--- src/hdl/kap_pkg.sv ---
`timescale 1ns / 1ps
// shared types and constants of the keyed alpha paste block
package kap_pkg;

  // coordinate, color, register, weight and index widths
  localparam int COORD_W  = 12;
  localparam int CHAN_W   = 8;
  localparam int REG_W    = 13;
  localparam int WEIGHT_W = 9;
  localparam int INDEX_W  = 3;

  // full source weight
  localparam logic [WEIGHT_W-1:0] WEIGHT_ONE = 9'd256;

  // white key color per channel
  localparam logic [CHAN_W-1:0] KEY_LEVEL = 8'd255;

  typedef logic [CHAN_W-1:0]   chan_t;
  typedef logic [WEIGHT_W-1:0] weight_t;

  // paste modes
  typedef enum logic [1:0] {
    MODE_KEY_BLEND = 2'd0,
    MODE_KEY_COPY  = 2'd1,
    MODE_BLEND     = 2'd2,
    MODE_OFF       = 2'd3
  } mode_t;

  // configuration register indexes
  typedef enum logic [INDEX_W-1:0] {
    REG_OFFSET_X      = 3'd0,
    REG_OFFSET_Y      = 3'd1,
    REG_SOURCE_WIDTH  = 3'd2,
    REG_SOURCE_HEIGHT = 3'd3,
    REG_DEST_WIDTH    = 3'd4,
    REG_DEST_HEIGHT   = 3'd5,
    REG_PASTE_MODE    = 3'd6,
    REG_BLEND_WEIGHT  = 3'd7
  } reg_index_t;

endpackage

--- src/hdl/kap_blend.sv ---
`timescale 1ns / 1ps
// one color channel of the weighted source over destination blend
module kap_blend
  import kap_pkg::*;
(
  input  chan_t   src,
  input  chan_t   dst,
  input  weight_t weight,
  output chan_t   mixed
);

  logic [15:0] src_prod;
  logic [15:0] dst_prod;
  logic [15:0] sum;
  weight_t     inv_weight;

  // for w up to 256, src*w + dst*(256-w) never exceeds 255*256, so 16 bits hold it
  assign inv_weight = weight_t'(WEIGHT_ONE - weight);
  assign src_prod   = {8'b0, src} * {7'b0, weight};
  assign dst_prod   = {8'b0, dst} * {7'b0, inv_weight};
  assign sum        = src_prod + dst_prod;
  assign mixed      = sum[15:8];

endmodule

--- src/hdl/keyed_alpha_paste.sv ---
`timescale 1ns / 1ps
// top level of the keyed alpha paste block
//
// Pastes a stream of source pixels onto a destination image at a signed
// offset. Each input word carries a source position, the source color and
// the destination color now at the target position. Each output word gives
// the target position, a write enable and the new color; with write enable
// low all other output fields are zero.
// Input and output channels use valid/stall: a word moves on an edge with
// valid high and stall low. The configuration channel (index, data) uses
// valid/ready and is always ready; write it only while the block is empty.
// An accepted word moves from the input register to the result register,
// with the clip, key and blend logic between them, and the output shows
// the result register. The two register stages take one word per cycle
// while the receiver does not stall.
// When the receiver stalls, the result register holds its word; an empty
// input register still takes one word, and once both stages are full
// in_stall follows out_stall in the same cycle.
// Reset empties both stages and sets offsets and sizes to 0, the mode to
// disabled and the blend weight to 256.
module keyed_alpha_paste
  import kap_pkg::*;
#(
  parameter int MAX_DIM = 4096
) (
  input  logic                clk,
  input  logic                rst,
  // configuration channel
  input  logic                cfg_valid,
  output logic                cfg_ready,
  input  logic [INDEX_W-1:0]  cfg_index,
  input  logic [REG_W-1:0]    cfg_data,
  // input channel
  input  logic                in_valid,
  output logic                in_stall,
  input  logic [COORD_W-1:0]  src_col,
  input  logic [COORD_W-1:0]  src_row,
  input  chan_t               src_red,
  input  chan_t               src_green,
  input  chan_t               src_blue,
  input  chan_t               dst_red,
  input  chan_t               dst_green,
  input  chan_t               dst_blue,
  // output channel
  output logic                out_valid,
  input  logic                out_stall,
  output logic                write_enable,
  output logic [COORD_W-1:0]  out_col,
  output logic [COORD_W-1:0]  out_row,
  output chan_t               out_red,
  output chan_t               out_green,
  output chan_t               out_blue
);

  // size cap as it fits in a size register
  localparam logic [REG_W-1:0] DIM_CAP =
    (MAX_DIM > (2 ** REG_W) - 1) ? {REG_W{1'b1}} : REG_W'(MAX_DIM);

  // configuration registers
  logic signed [REG_W-1:0] offset_x;
  logic signed [REG_W-1:0] offset_y;
  logic [REG_W-1:0]        source_width;
  logic [REG_W-1:0]        source_height;
  logic [REG_W-1:0]        dest_width;
  logic [REG_W-1:0]        dest_height;
  mode_t                   paste_mode;
  weight_t                 blend_weight;
  logic [REG_W-1:0]        dim_value;

  // input register stage
  logic                    s1_valid;
  logic [COORD_W-1:0]      s1_col;
  logic [COORD_W-1:0]      s1_row;
  chan_t                   s1_sr, s1_sg, s1_sb;
  chan_t                   s1_dr, s1_dg, s1_db;

  // handshake
  logic                    out_free;
  logic                    s1_free;
  logic                    in_take;

  // result logic
  logic signed [REG_W:0]   dest_col_full;
  logic signed [REG_W:0]   dest_row_full;
  logic                    col_in;
  logic                    row_in;
  logic                    white;
  logic                    over_weight;
  logic                    we_next;
  logic                    copy_next;
  chan_t                   mix_r, mix_g, mix_b;

  assign cfg_ready = 1'b1;

  // size writes above the cap count as the cap
  assign dim_value = (cfg_data > DIM_CAP) ? DIM_CAP : cfg_data;

  // configuration writes
  always_ff @(posedge clk) begin
    if (rst) begin
      offset_x      <= '0;
      offset_y      <= '0;
      source_width  <= '0;
      source_height <= '0;
      dest_width    <= '0;
      dest_height   <= '0;
      paste_mode    <= MODE_OFF;
      blend_weight  <= WEIGHT_ONE;
    end else if (cfg_valid && cfg_ready) begin
      unique case (reg_index_t'(cfg_index))
        REG_OFFSET_X:      offset_x      <= cfg_data;
        REG_OFFSET_Y:      offset_y      <= cfg_data;
        REG_SOURCE_WIDTH:  source_width  <= dim_value;
        REG_SOURCE_HEIGHT: source_height <= dim_value;
        REG_DEST_WIDTH:    dest_width    <= dim_value;
        REG_DEST_HEIGHT:   dest_height   <= dim_value;
        REG_PASTE_MODE:    paste_mode    <= mode_t'(cfg_data[1:0]);
        REG_BLEND_WEIGHT:  blend_weight  <= cfg_data[WEIGHT_W-1:0];
      endcase
    end
  end

  // stage flow
  assign out_free = !out_valid || !out_stall;
  assign s1_free  = !s1_valid || out_free;
  assign in_stall = !s1_free;
  assign in_take  = in_valid && !in_stall;

  // input register
  always_ff @(posedge clk) begin
    if (rst) begin
      s1_valid <= 1'b0;
    end else if (s1_free) begin
      s1_valid <= in_valid;
    end
  end

  always_ff @(posedge clk) begin
    if (in_take) begin
      s1_col <= src_col;
      s1_row <= src_row;
      s1_sr  <= src_red;
      s1_sg  <= src_green;
      s1_sb  <= src_blue;
      s1_dr  <= dst_red;
      s1_dg  <= dst_green;
      s1_db  <= dst_blue;
    end
  end

  // target position, signed and wide enough for every offset
  assign dest_col_full = signed'({2'b00, s1_col}) + signed'({offset_x[REG_W-1], offset_x});
  assign dest_row_full = signed'({2'b00, s1_row}) + signed'({offset_y[REG_W-1], offset_y});

  // clip window: inside the source and inside the destination
  assign col_in = ({1'b0, s1_col} < source_width) && !dest_col_full[REG_W]
                  && (dest_col_full[REG_W-1:0] < dest_width);
  assign row_in = ({1'b0, s1_row} < source_height) && !dest_row_full[REG_W]
                  && (dest_row_full[REG_W-1:0] < dest_height);

  assign white       = (s1_sr == KEY_LEVEL) && (s1_sg == KEY_LEVEL) && (s1_sb == KEY_LEVEL);
  assign over_weight = blend_weight > WEIGHT_ONE;

  // mode decode
  always_comb begin
    we_next   = 1'b0;
    copy_next = 1'b0;
    unique case (paste_mode)
      MODE_KEY_BLEND: begin
        we_next   = !white;
        copy_next = over_weight;
      end
      MODE_KEY_COPY: begin
        we_next   = !white;
        copy_next = 1'b1;
      end
      MODE_BLEND: begin
        we_next   = !over_weight;
      end
      MODE_OFF: begin
        we_next   = 1'b0;
      end
    endcase
    we_next = we_next && col_in && row_in;
  end

  // per channel blend
  kap_blend u_blend_red (
    .src    (s1_sr),
    .dst    (s1_dr),
    .weight (blend_weight),
    .mixed  (mix_r)
  );

  kap_blend u_blend_green (
    .src    (s1_sg),
    .dst    (s1_dg),
    .weight (blend_weight),
    .mixed  (mix_g)
  );

  kap_blend u_blend_blue (
    .src    (s1_sb),
    .dst    (s1_db),
    .weight (blend_weight),
    .mixed  (mix_b)
  );

  // result register
  always_ff @(posedge clk) begin
    if (rst) begin
      out_valid <= 1'b0;
    end else if (out_free) begin
      out_valid <= s1_valid;
    end
  end

  always_ff @(posedge clk) begin
    if (out_free && s1_valid) begin
      write_enable <= we_next;
      if (we_next) begin
        out_col   <= dest_col_full[COORD_W-1:0];
        out_row   <= dest_row_full[COORD_W-1:0];
        out_red   <= copy_next ? s1_sr : mix_r;
        out_green <= copy_next ? s1_sg : mix_g;
        out_blue  <= copy_next ? s1_sb : mix_b;
      end else begin
        out_col   <= '0;
        out_row   <= '0;
        out_red   <= '0;
        out_green <= '0;
        out_blue  <= '0;
      end
    end
  end

  // a word with no write carries only zero fields
  a_no_write_zero: assert property (@(posedge clk) disable iff (rst)
    (out_valid && !write_enable) |->
      (out_col == '0 && out_row == '0 && out_red == '0 && out_green == '0 && out_blue == '0))
    else $error("no-write word has nonzero fields");

  // input stall only when both stages are full and the output is stalled
  a_stall_cause: assert property (@(posedge clk) disable iff (rst)
    in_stall |-> (s1_valid && out_valid && out_stall))
    else $error("input stalled with room in the pipeline");

  // an accepted word lands in the input register
  a_take_fills: assert property (@(posedge clk) disable iff (rst)
    in_take |=> s1_valid)
    else $error("accepted word lost at input register");

  // a filled input register moves into the result register when it is free
  a_advance: assert property (@(posedge clk) disable iff (rst)
    (s1_valid && out_free) |=> out_valid)
    else $error("word lost between stages");

endmodule

--- config.mk ---
export PLATFORM = sky130hd
export DESIGN_NAME = keyed_alpha_paste
export DESIGN_NICKNAME = d
export VERILOG_FILES = /design/src/hdl/kap_pkg.sv /design/src/hdl/kap_blend.sv /design/src/hdl/keyed_alpha_paste.sv
export SDC_FILE = /design/constraint.sdc
export NUM_CORES = 1
export LEC_CHECK = 0
export ABC_AREA = 0
export ABC_CLOCK_PERIOD_IN_PS = 7120
export BUFFER_PORTS_ARGS = -buffer_cell sky130_fd_sc_hd__buf_4
export CAP_MARGIN = 20
export CORE_MARGIN = 2
export CORE_UTILIZATION = 40
export CTS_CLUSTER_DIAMETER = 50
export DETAILED_ROUTE_END_ITERATION = 8
export PLACE_DENSITY = 0.71
export SLEW_MARGIN = 20
export SYNTH_ARGS = -nofsm -noshare
export SYNTH_HDL_FRONTEND = slang
export SYNTH_SLANG_ARGS = --single-unit
export TNS_END_PERCENT = 100
--- constraint.sdc ---
create_clock -name clk -period 7.12 [get_ports clk]
set_clock_uncertainty 0.05 [all_clocks]
set_input_delay 0.712 -clock clk [delete_from_list [all_inputs] [get_ports clk]]
set_output_delay 0.712 -clock clk [all_outputs]
set_load 0.02 [all_outputs]
After elaboration in Yosys (flattened, before gate mapping). Cells that the tools add are included.

Multipliers: 6. Muxes and demuxes: 6. Magnitude comparators: 6. Equal/unequal tests: 13. Add/sub/neg operators: 6. Reductions and logical operators: 31.

Operators by type and width (number): 8-bit by 9-bit multiplier with 16-bit output (6); 16-bit adder (3); 13-bit by 13-bit adder with 14-bit output (2); 12-bit by 13-bit < comparator with 1-bit output (2); 13-bit < comparator (2); 8-bit equality test, second input constant (3); 8-bit 2-to-1 mux (3); 2-bit AND reduction (8); 13-bit greater-than comparator, second input constant (1); 13-bit 2-to-1 mux (1); 3-bit equality test, second input constant (4); 1-bit logical AND (10); 9-bit greater-than comparator, second input constant (1); 9-bit subtractor, first input constant (1); 1-bit zero test (8); 3-bit by 2-bit equality test with 1-bit output, second input constant (2); 2-bit equality test, second input constant (2); 3-bit by 1-bit equality test with 1-bit output, second input constant (1); 3-bit zero test (1); 1-bit one-hot mux with 3 select lines (1); 2-bit by 1-bit equality test with 1-bit output, second input constant (1); 2-bit zero test (1); 1-bit logical OR (2); 1-bit one-hot mux with 2 select lines (1); 2-bit OR reduction (1).

Input port bits: 93. Bits in registers: 212.

Depth between registers and ports, before layout. Gate-level depths: netlist of run 1.

Depth in word-level cells: 7. Depth in mapped cells: 30.

By module. A second synthesis of run 1 with hierarchy kept.

Cell total of the unflattened synthesis: 2529. Area total of the unflattened synthesis: 23757.8 um2.

Modules (own cells, without submodules): keyed_alpha_paste (cells each 955, instances 1, seq. area each 5455.2 um2, area an instance 9849.4 um2); kap_blend at u_blend_blue (cells each 527, instances 1, seq. area each 0.0 um2, area an instance 4660.7 um2); kap_blend at u_blend_green (cells each 526, instances 1, seq. area each 0.0 um2, area an instance 4640.7 um2); kap_blend at u_blend_red (cells each 521, instances 1, seq. area each 0.0 um2, area an instance 4606.9 um2).

Least setup slack after synthesis of run 1. No wires, ideal clock.

Path type: register to register. Start: register blend_weight[0]. End: register out_red[7] (data pin). Period minus slack after synthesis: 6.933 ns. Stages on the path, launching flop included: 29. Data required time: 6.795 ns. Arrival: 6.609 ns. Path buffers: 4. Setup slack: 0.187 ns. Setup time: 0.275 ns. Cell sequence: dfxtp_1 clkbuf_1 clkbuf_1 inv_1 ha_1 inv_1 or4_1 clkbuf_1 or2_1 nand2_1 clkbuf_1 nand2_1 fa_1 inv_1 fa_1 fa_1 fa_1 fa_1 inv_1 fa_1 inv_1 ha_1 and2_1 o21ai_0 a311oi_1 o21a_1 nor2_1 xnor2_1 a211oi_1.

Cells in the longest elaborated chain, start to end: 5.

Ends and longest elaborated chain: start, declared (RTL line keyed_alpha_paste.sv:67) `weight_t blend_weight;`; start signal, assigned (RTL line keyed_alpha_paste.sv:118) `REG_BLEND_WEIGHT: blend_weight <= cfg_data[WEIGHT_W-1:0];`; parallel branches: the longest is 5 deep, another holds 8-bit by 9-bit multiplier with 16-bit output; end signal, assigned (RTL line keyed_alpha_paste.sv:224) `out_red <= copy_next ? s1_sr : mix_r;`; end, declared (RTL line keyed_alpha_paste.sv:50) `output chan_t out_red,`.

Several ways; the timed one is not identified. A chain may end at the register's enable or synchronous reset.

Worst setup path after layout of run 1.
Start: register blend_weight[2]. End: register out_red[7] (data pin).

Same word-level chain as after synthesis.

==> flow_metrics.env, run 1 <==
export IMPL_drt_iter0_drc=1110
export IMPL_via_per_inst=4.98
export IMPL_grt_pass1_wl_mm=95.8
export IMPL_synthesis_area_um2=23300
export IMPL_place_area_um2=25200
export IMPL_cts_resized=0
export IMPL_final_common_cell="inv_1"
export IMPL_firstDrtPassIters=6
export IMPL_synth_yosys_seq_area_share_pct=23.4
export IMPL_cts_path_max_buffers=3
export IMPL_path_cells="or4_4, or4_4, xor2_4, nand2_1, fa_1, fa_1, inv_1, fa_1, fa_1, fa_1, inv_1, fa_1, inv_1, ha_1, o21ai_0, a22oi_2, nand3_1, a311oi_2, buf_4, o21a_1, nor2_1, xnor2_1, a211oi_1"
export IMPL_clkPwrFrac_pct=34.3
export IMPL_syn_avg_cell_area_um2=9.23
export IMPL_powerDensity_nw_per_um2=191
export IMPL_final_max_slew_viol_count=0
export IMPL_grt_max_degree=92
export IMPL_worst_path_largest_cell_delay_ps=550
export IMPL_start_kind="register"
export IMPL_yosysWarnings=0
export IMPL_r2r_start="blend_weight[2]"
export IMPL_ys_flop_type="edfxtp_1"
export IMPL_rsz0062_at_grt="no"
export IMPL_fin_ws_ps=295
export IMPL_min_from="src_row[10]"
export IMPL_dr_total_vias=17000
export IMPL_synth_seq_cells=212
export IMPL_cts_sinks=212
export IMPL_final_cell_mix="inv_1 (486), nand2_1 (411), fa_1 (320)"
export IMPL_fmax_ghz=0.147
export IMPL_p_sw_share_pct=36.3
export IMPL_wirelength_mm=58.5
export IMPL_crit_path_end_kind="register"
export IMPL_nNetsFinal=3286
export IMPL_outcome="finished clean"
export IMPL_period_share_pct=95.9
export IMPL_synthCells=2520
export IMPL_syn_num_nets=3178
export IMPL_fin_tns_setup_ps=0
export IMPL_die_h_um=245
export IMPL_postCtsHoldBufs=0
export IMPL_numCtsBuffers=37
export IMPL_fillerInstances=5493
export IMPL_layout_drive_gt1_share_pct=9.75
export IMPL_postLayoutCellArea_um2=26400
export IMPL_gp_congestion=0.886
export IMPL_wl_per_cell_um=17.1
export IMPL_grt_pass1_vias=17800
export IMPL_grtUsageTotal_pct=20.4
export IMPL_pwr_share_comb_pct=37.6
export IMPL_die_w_um=245
export IMPL_synth_edf_count=121
export IMPL_worst_ep_required_time_ps=7430
export IMPL_post_cts_buffers=0
export IMPL_power_frac_seq_pct=28.1
export IMPL_arrival_ps=7130
export IMPL_tritoncts="done"
export IMPL_antenna_found_initial=2
export IMPL_rows=88
export IMPL_yosysUniqueCellTypes=55
export IMPL_io_buffers=143
export IMPL_leakage_nw=12.6
export IMPL_hold_slack_ps=287
export IMPL_finalSetupViolations=0
export IMPL_dp_hpwl_mm=43.9
export IMPL_h_tree_depth=2
export IMPL_root_buffer="clkbuf_16"
export IMPL_core_area_um2=57600
export IMPL_holdCritPathClass="in2reg"
export IMPL_async_flop_share_pct=0
export IMPL_max_slew_margin_rel_pct=33.5
export IMPL_syn2layout_area_growth_pct=13.5
export IMPL_start_util_pct=40.4
export IMPL_drc=0
export IMPL_antenna_left=0
export IMPL_p_int_mw=3.21
export IMPL_clk_latency_ps=550
export IMPL_path_class="reg2reg"
export IMPL_startpoint="blend_weight[2]"
export IMPL_place_inst=3353
export IMPL_switching_power_mw=1.83
export IMPL_fin_cells=3421
export IMPL_post_route_min_period_ps=6830
export IMPL_p_total_mw=5.05
export IMPL_preCtsSetupSlack_ps=152
export IMPL_crit_slowest_cell="fa_1"
export IMPL_path_clk_slew_ps=60
export IMPL_cp_max_fo=4
export IMPL_ios=145
export IMPL_diodes=0
export IMPL_hold_violations=0
export IMPL_crit_top_cell="fa_1"
export IMPL_ir_drop_v=0.000185
export IMPL_die_area_um2=60100
export IMPL_tightestPinTransition_ps=998
export IMPL_fin_util_pct=45.9
export IMPL_cap_violations=0
export IMPL_grt_overflow=0
==> critical path: cells and delay by family, from the launching register on <==
family	cells	cell delay (ps)
fa+ha+maj	7	3240
simple gates	5	1380
compound gates	5	1040
xor+xnor	2	320
buf+inv	4	310
flops	1	310
==> layer usage <==
layer	vias to the layer above	track usage [%]	part of all wire [%]
met4	4	6.60	3.3
li1	8045	-	-
met5	-	0	0.051
met2	530	33.9	47
met3	121	3.91	7.4
met1	8336	26.8	42
==> cells by family after synthesis <==
logic type               after synthesis  share of synthesized area (%)
flip-flops                           212                           23.4
AND/OR/NAND/NOR                      840                           17.5
adder cells (fa/ha/maj)              565                           40.7
multiplexers                           2                         0.0861
XOR/XNOR                              67                           2.52
AO/OA/AOI/OAI                        239                           6.05
other                                  1                         0.0161
buffers and inverters                594                           9.67
==> power groups by stage <==
stage	sequential, mW	clock, mW	combinational [mW]
final	1.42	1.73	1.90
after global routing	1.42	1.83	2.20
after CTS	1.42	1.78	1.89
after detailed placement	1.44	0	1.87
after global placement	1.44	0	1.84
after floorplan	1.41	0	1.43
==> synthesized netlist by cell type, types with 3 or more instances <==
library cell / n / area (um2)
xnor2_1: 49 / 429
o21ai_0: 24 / 120
xor2_1: 18 / 158
nor2_1: 54 / 203
buf_1: 4 / 15.0
nor4b_1: 3 / 26.3
a211oi_1: 6 / 45.0
edfxtp_1: 121 / 3630
fa_1: 320 / 6410
a2111oi_0: 4 / 35.0
a21oi_1: 137 / 686
o211ai_1: 6 / 45.0
nand2b_1: 7 / 43.8
nor4_1: 5 / 31.3
and2_1: 240 / 1500
a22oi_1: 5 / 37.5
dfxtp_1: 91 / 1820
nand3_1: 17 / 85.1
nand4_1: 16 / 100
a21o_1: 16 / 120
a31oi_1: 8 / 50.1
o2111ai_1: 4 / 35.0
nor3_1: 20 / 100
inv_1: 486 / 1820
and3_1: 28 / 175
clkbuf_1: 100 / 375
ha_1: 245 / 3070
o31ai_1: 4 / 30.0
nor2b_1: 25 / 156
o21a_1: 6 / 45.0
nand2_1: 412 / 1550
o21bai_1: 5 / 37.5
==> worst paths after layout <==
kind                          to  slack [ps]  depth (start not counted)
setup / recovery      out_red[7]         290                         23
hold / removal        s1_row[10]         290                          1
setup reg to reg      out_red[7]         290                         23
hold reg to reg   dest_height[6]         400                          2
==> final cells by class <==
cell class                      instances  area, um2  share of cell area, %
Clock buffer                           40        947                   3.59
Clock inverter                         27        243                  0.919
Inverter                              486       1820                   6.91
Multi-Input combinational cell       1714      15700                   59.3
Sequential cell                       212       5460                   20.7
Tap cell                              765        957                   3.62
Timing Repair Buffer                  177       1340                   5.06
==> sequential cells by signal, summed over array words and instances (netlist names), 2 cells and up <==
register	cells
s1_row	12
paste_mode	2
s1_dr	8
out_blue	8
source_height	13
offset_y	13
blend_weight	9
out_col	12
s1_db	8
source_width	13
s1_sg	8
s1_sb	8
s1_col	12
s1_sr	8
out_green	8
s1_dg	8
out_red	8
offset_x	13
out_row	12
dest_width	13
dest_height	13
No activity file was read; power rests on OpenSTA's default activity.
==> run 2: changes to the inputs <==
CTS_CLUSTER_SIZE = 12   (was default)
MAX_ROUTING_LAYER = met4   (was default)
==> run 2 against run 1 <==
Effect of this change: non-clock buffer count did not move; sequential power barely moved; first-iteration DRC count rose by 1.6%; global-route usage rose by 0.64 points; count of clock-buffer cells in the layout rose by 7; power rose by 0.78%; critical path type unchanged; critical endpoint unchanged; largest power group unchanged; highest routed layer is now met4.
==> flow_metrics.env, run 2 (synthesis results as in run 1) <==
export IMPL_r2r_start="blend_weight[2]"
export IMPL_postLayoutCellArea_um2=26500
export IMPL_path_clk_slew_ps=60
export IMPL_clk_latency_ps=570
export IMPL_fillerInstances=5475
export IMPL_p_total_mw=5.09
export IMPL_place_area_um2=25200
export IMPL_drc=0
export IMPL_outcome="finished clean"
export IMPL_layout_drive_gt1_share_pct=9.72
export IMPL_post_route_min_period_ps=6860
export IMPL_grtUsageTotal_pct=21.1
export IMPL_syn2layout_area_growth_pct=13.8
export IMPL_arrival_ps=7160
export IMPL_grt_pass1_wl_mm=95.9
export IMPL_wirelength_mm=58.6
export IMPL_die_h_um=245
export IMPL_rrSetupSlack_ps=260
export IMPL_nNetsFinal=3285
export IMPL_grt_overflow=0
export IMPL_die_area_um2=60100
export IMPL_rsz0062_at_grt="no"
export IMPL_rows=88
export IMPL_power_frac_seq_pct=27.9
export IMPL_firstDrtPassIters=7
export IMPL_cts_sinks=212
export IMPL_tritoncts="done"
export IMPL_max_slew_margin_rel_pct=33.5
export IMPL_wl_per_cell_um=17.1
export IMPL_pwr_share_comb_pct=37.4
export IMPL_setup_worst_path_end="out_red[7]"
export IMPL_antenna_left=0
export IMPL_root_buffer="clkbuf_16"
export IMPL_place_inst=3353
export IMPL_drt_iter0_drc=1128
export IMPL_final_cell_mix="inv_1 (486), nand2_1 (411), fa_1 (320)"
export IMPL_p_sw_share_pct=36.2
export IMPL_fin_cells=3423
export IMPL_p_int_mw=3.24
export IMPL_start_kind="register"
export IMPL_numCtsBuffers=36
export IMPL_r2r_end="out_red[7]"
export IMPL_h_tree_depth=2
export IMPL_start_util_pct=40.4
export IMPL_crit_path_end_kind="register"
export IMPL_via_per_inst=5.00
export IMPL_cp_max_fo=4
export IMPL_fin_tns_setup_ps=0
export IMPL_final_max_slew_viol_count=0
export IMPL_period_share_pct=96.4
export IMPL_postCtsHoldBufs=0
export IMPL_grt_pass1_vias=17900
export IMPL_core_area_um2=57600
export IMPL_worst_ep_required_time_ps=7420
export IMPL_hold_violations=0
export IMPL_clkPwrFrac_pct=34.7
export IMPL_fmax_ghz=0.146
export IMPL_ir_drop_v=0.000203
export IMPL_dr_total_vias=17100
export IMPL_cap_violations=0
export IMPL_post_cts_buffers=0
export IMPL_cts_resized=0
export IMPL_final_common_cell="inv_1"
export IMPL_die_w_um=245
export IMPL_dp_hpwl_mm=43.9
export IMPL_gp_congestion=0.902
export IMPL_io_buffers=143
export IMPL_powerDensity_nw_per_um2=192
export IMPL_leakage_nw=12.6
export IMPL_startpoint="blend_weight[2]"
export IMPL_ios=145
export IMPL_grt_max_degree=92
export IMPL_path_class="reg2reg"
export IMPL_cts_path_max_buffers=3
export IMPL_antenna_found_initial=2
export IMPL_tightestPinTransition_ps=994
export IMPL_reg2reg_depth=23
export IMPL_holdCritPathClass="in2reg"
export IMPL_finalSetupViolations=0
export IMPL_switching_power_mw=1.84
-- run 2: metrics by stage --
| step | hold WS (ps) | util, % | worst slack [ps] |
|---|---|---|---|
| 2_1_floorplan | 382 | - | 187 |
| 3_3_place_gp | 392 | 43.7 | 259 |
| 3_5_place_dp | 397 | 43.7 | 152 |
| 4_1_cts | 243 | 45.8 | 138 |
| 5_1_grt | 248 | 46.0 | 0.216 |
| 6_report | 263 | 46.0 | 256 |
-- run 2: how the worst min path moves through the flow --
stage                                 from          endpoint  slack [ps]  cells past startpoint
after floorplan            source_width[0]   source_width[0]         380                      2
after global placement    source_width[12]  source_width[12]         390                      2
after detailed placement    dest_height[6]    dest_height[6]         400                      2
after CTS                      src_row[11]        s1_row[11]         240                      1
after global routing           src_row[10]        s1_row[10]         250                      1
final                          src_row[11]        s1_row[11]         260                      1
-- run 2: worst max-delay path, stage by stage (launching register included) --
cell and delay (ps):
dfxtp_1 310, or4_4 540, or4_4 480, xor2_4 210, nand2_1 110, fa_1 510, fa_1 510, inv_1 50
fa_1 550, fa_1 440, fa_1 490, inv_1 50, fa_1 480, inv_1 40, ha_1 260, o21ai_0 90
a22oi_2 260, nand3_1 200, a311oi_2 290, buf_4 170, o21a_1 130, nor2_1 50, xnor2_1 120, a211oi_1 270
-- run 2: power groups by stage --
stage | registers [mW] | clock network (mW) | logic (mW)
finish | 1.42 | 1.77 | 1.90
global route | 1.42 | 1.86 | 2.21
CTS | 1.42 | 1.81 | 1.90
detailed placement | 1.44 | 0 | 1.87
global placement | 1.44 | 0 | 1.84
floorplan | 1.41 | 0 | 1.43
-- run 2: per-layer routing --
| metal | routed length [um] | up-vias | track usage (%) |
|---|---|---|---|
| met2 | 27700 | 499 | 34.1 |
| met4 | 2060 | 0 | 6.80 |
| met3 | 3840 | 117 | 3.62 |
| met5 | 0 | - | - |
| li1 | - | 8048 | - |
| met1 | 25000 | 8448 | 26.8 |
-- run 2: final cells by class --
class	count	area, um2	area share [%]
clock buffer	47	1030	3.88
sequential	212	5460	20.6
timing repair buffer	177	1340	5.05
tap	765	957	3.62
inverter	486	1820	6.89
multi-input combinational	1714	15700	59.1
clock inverter	19	211	0.799
antenna	3	7.51	0.0284
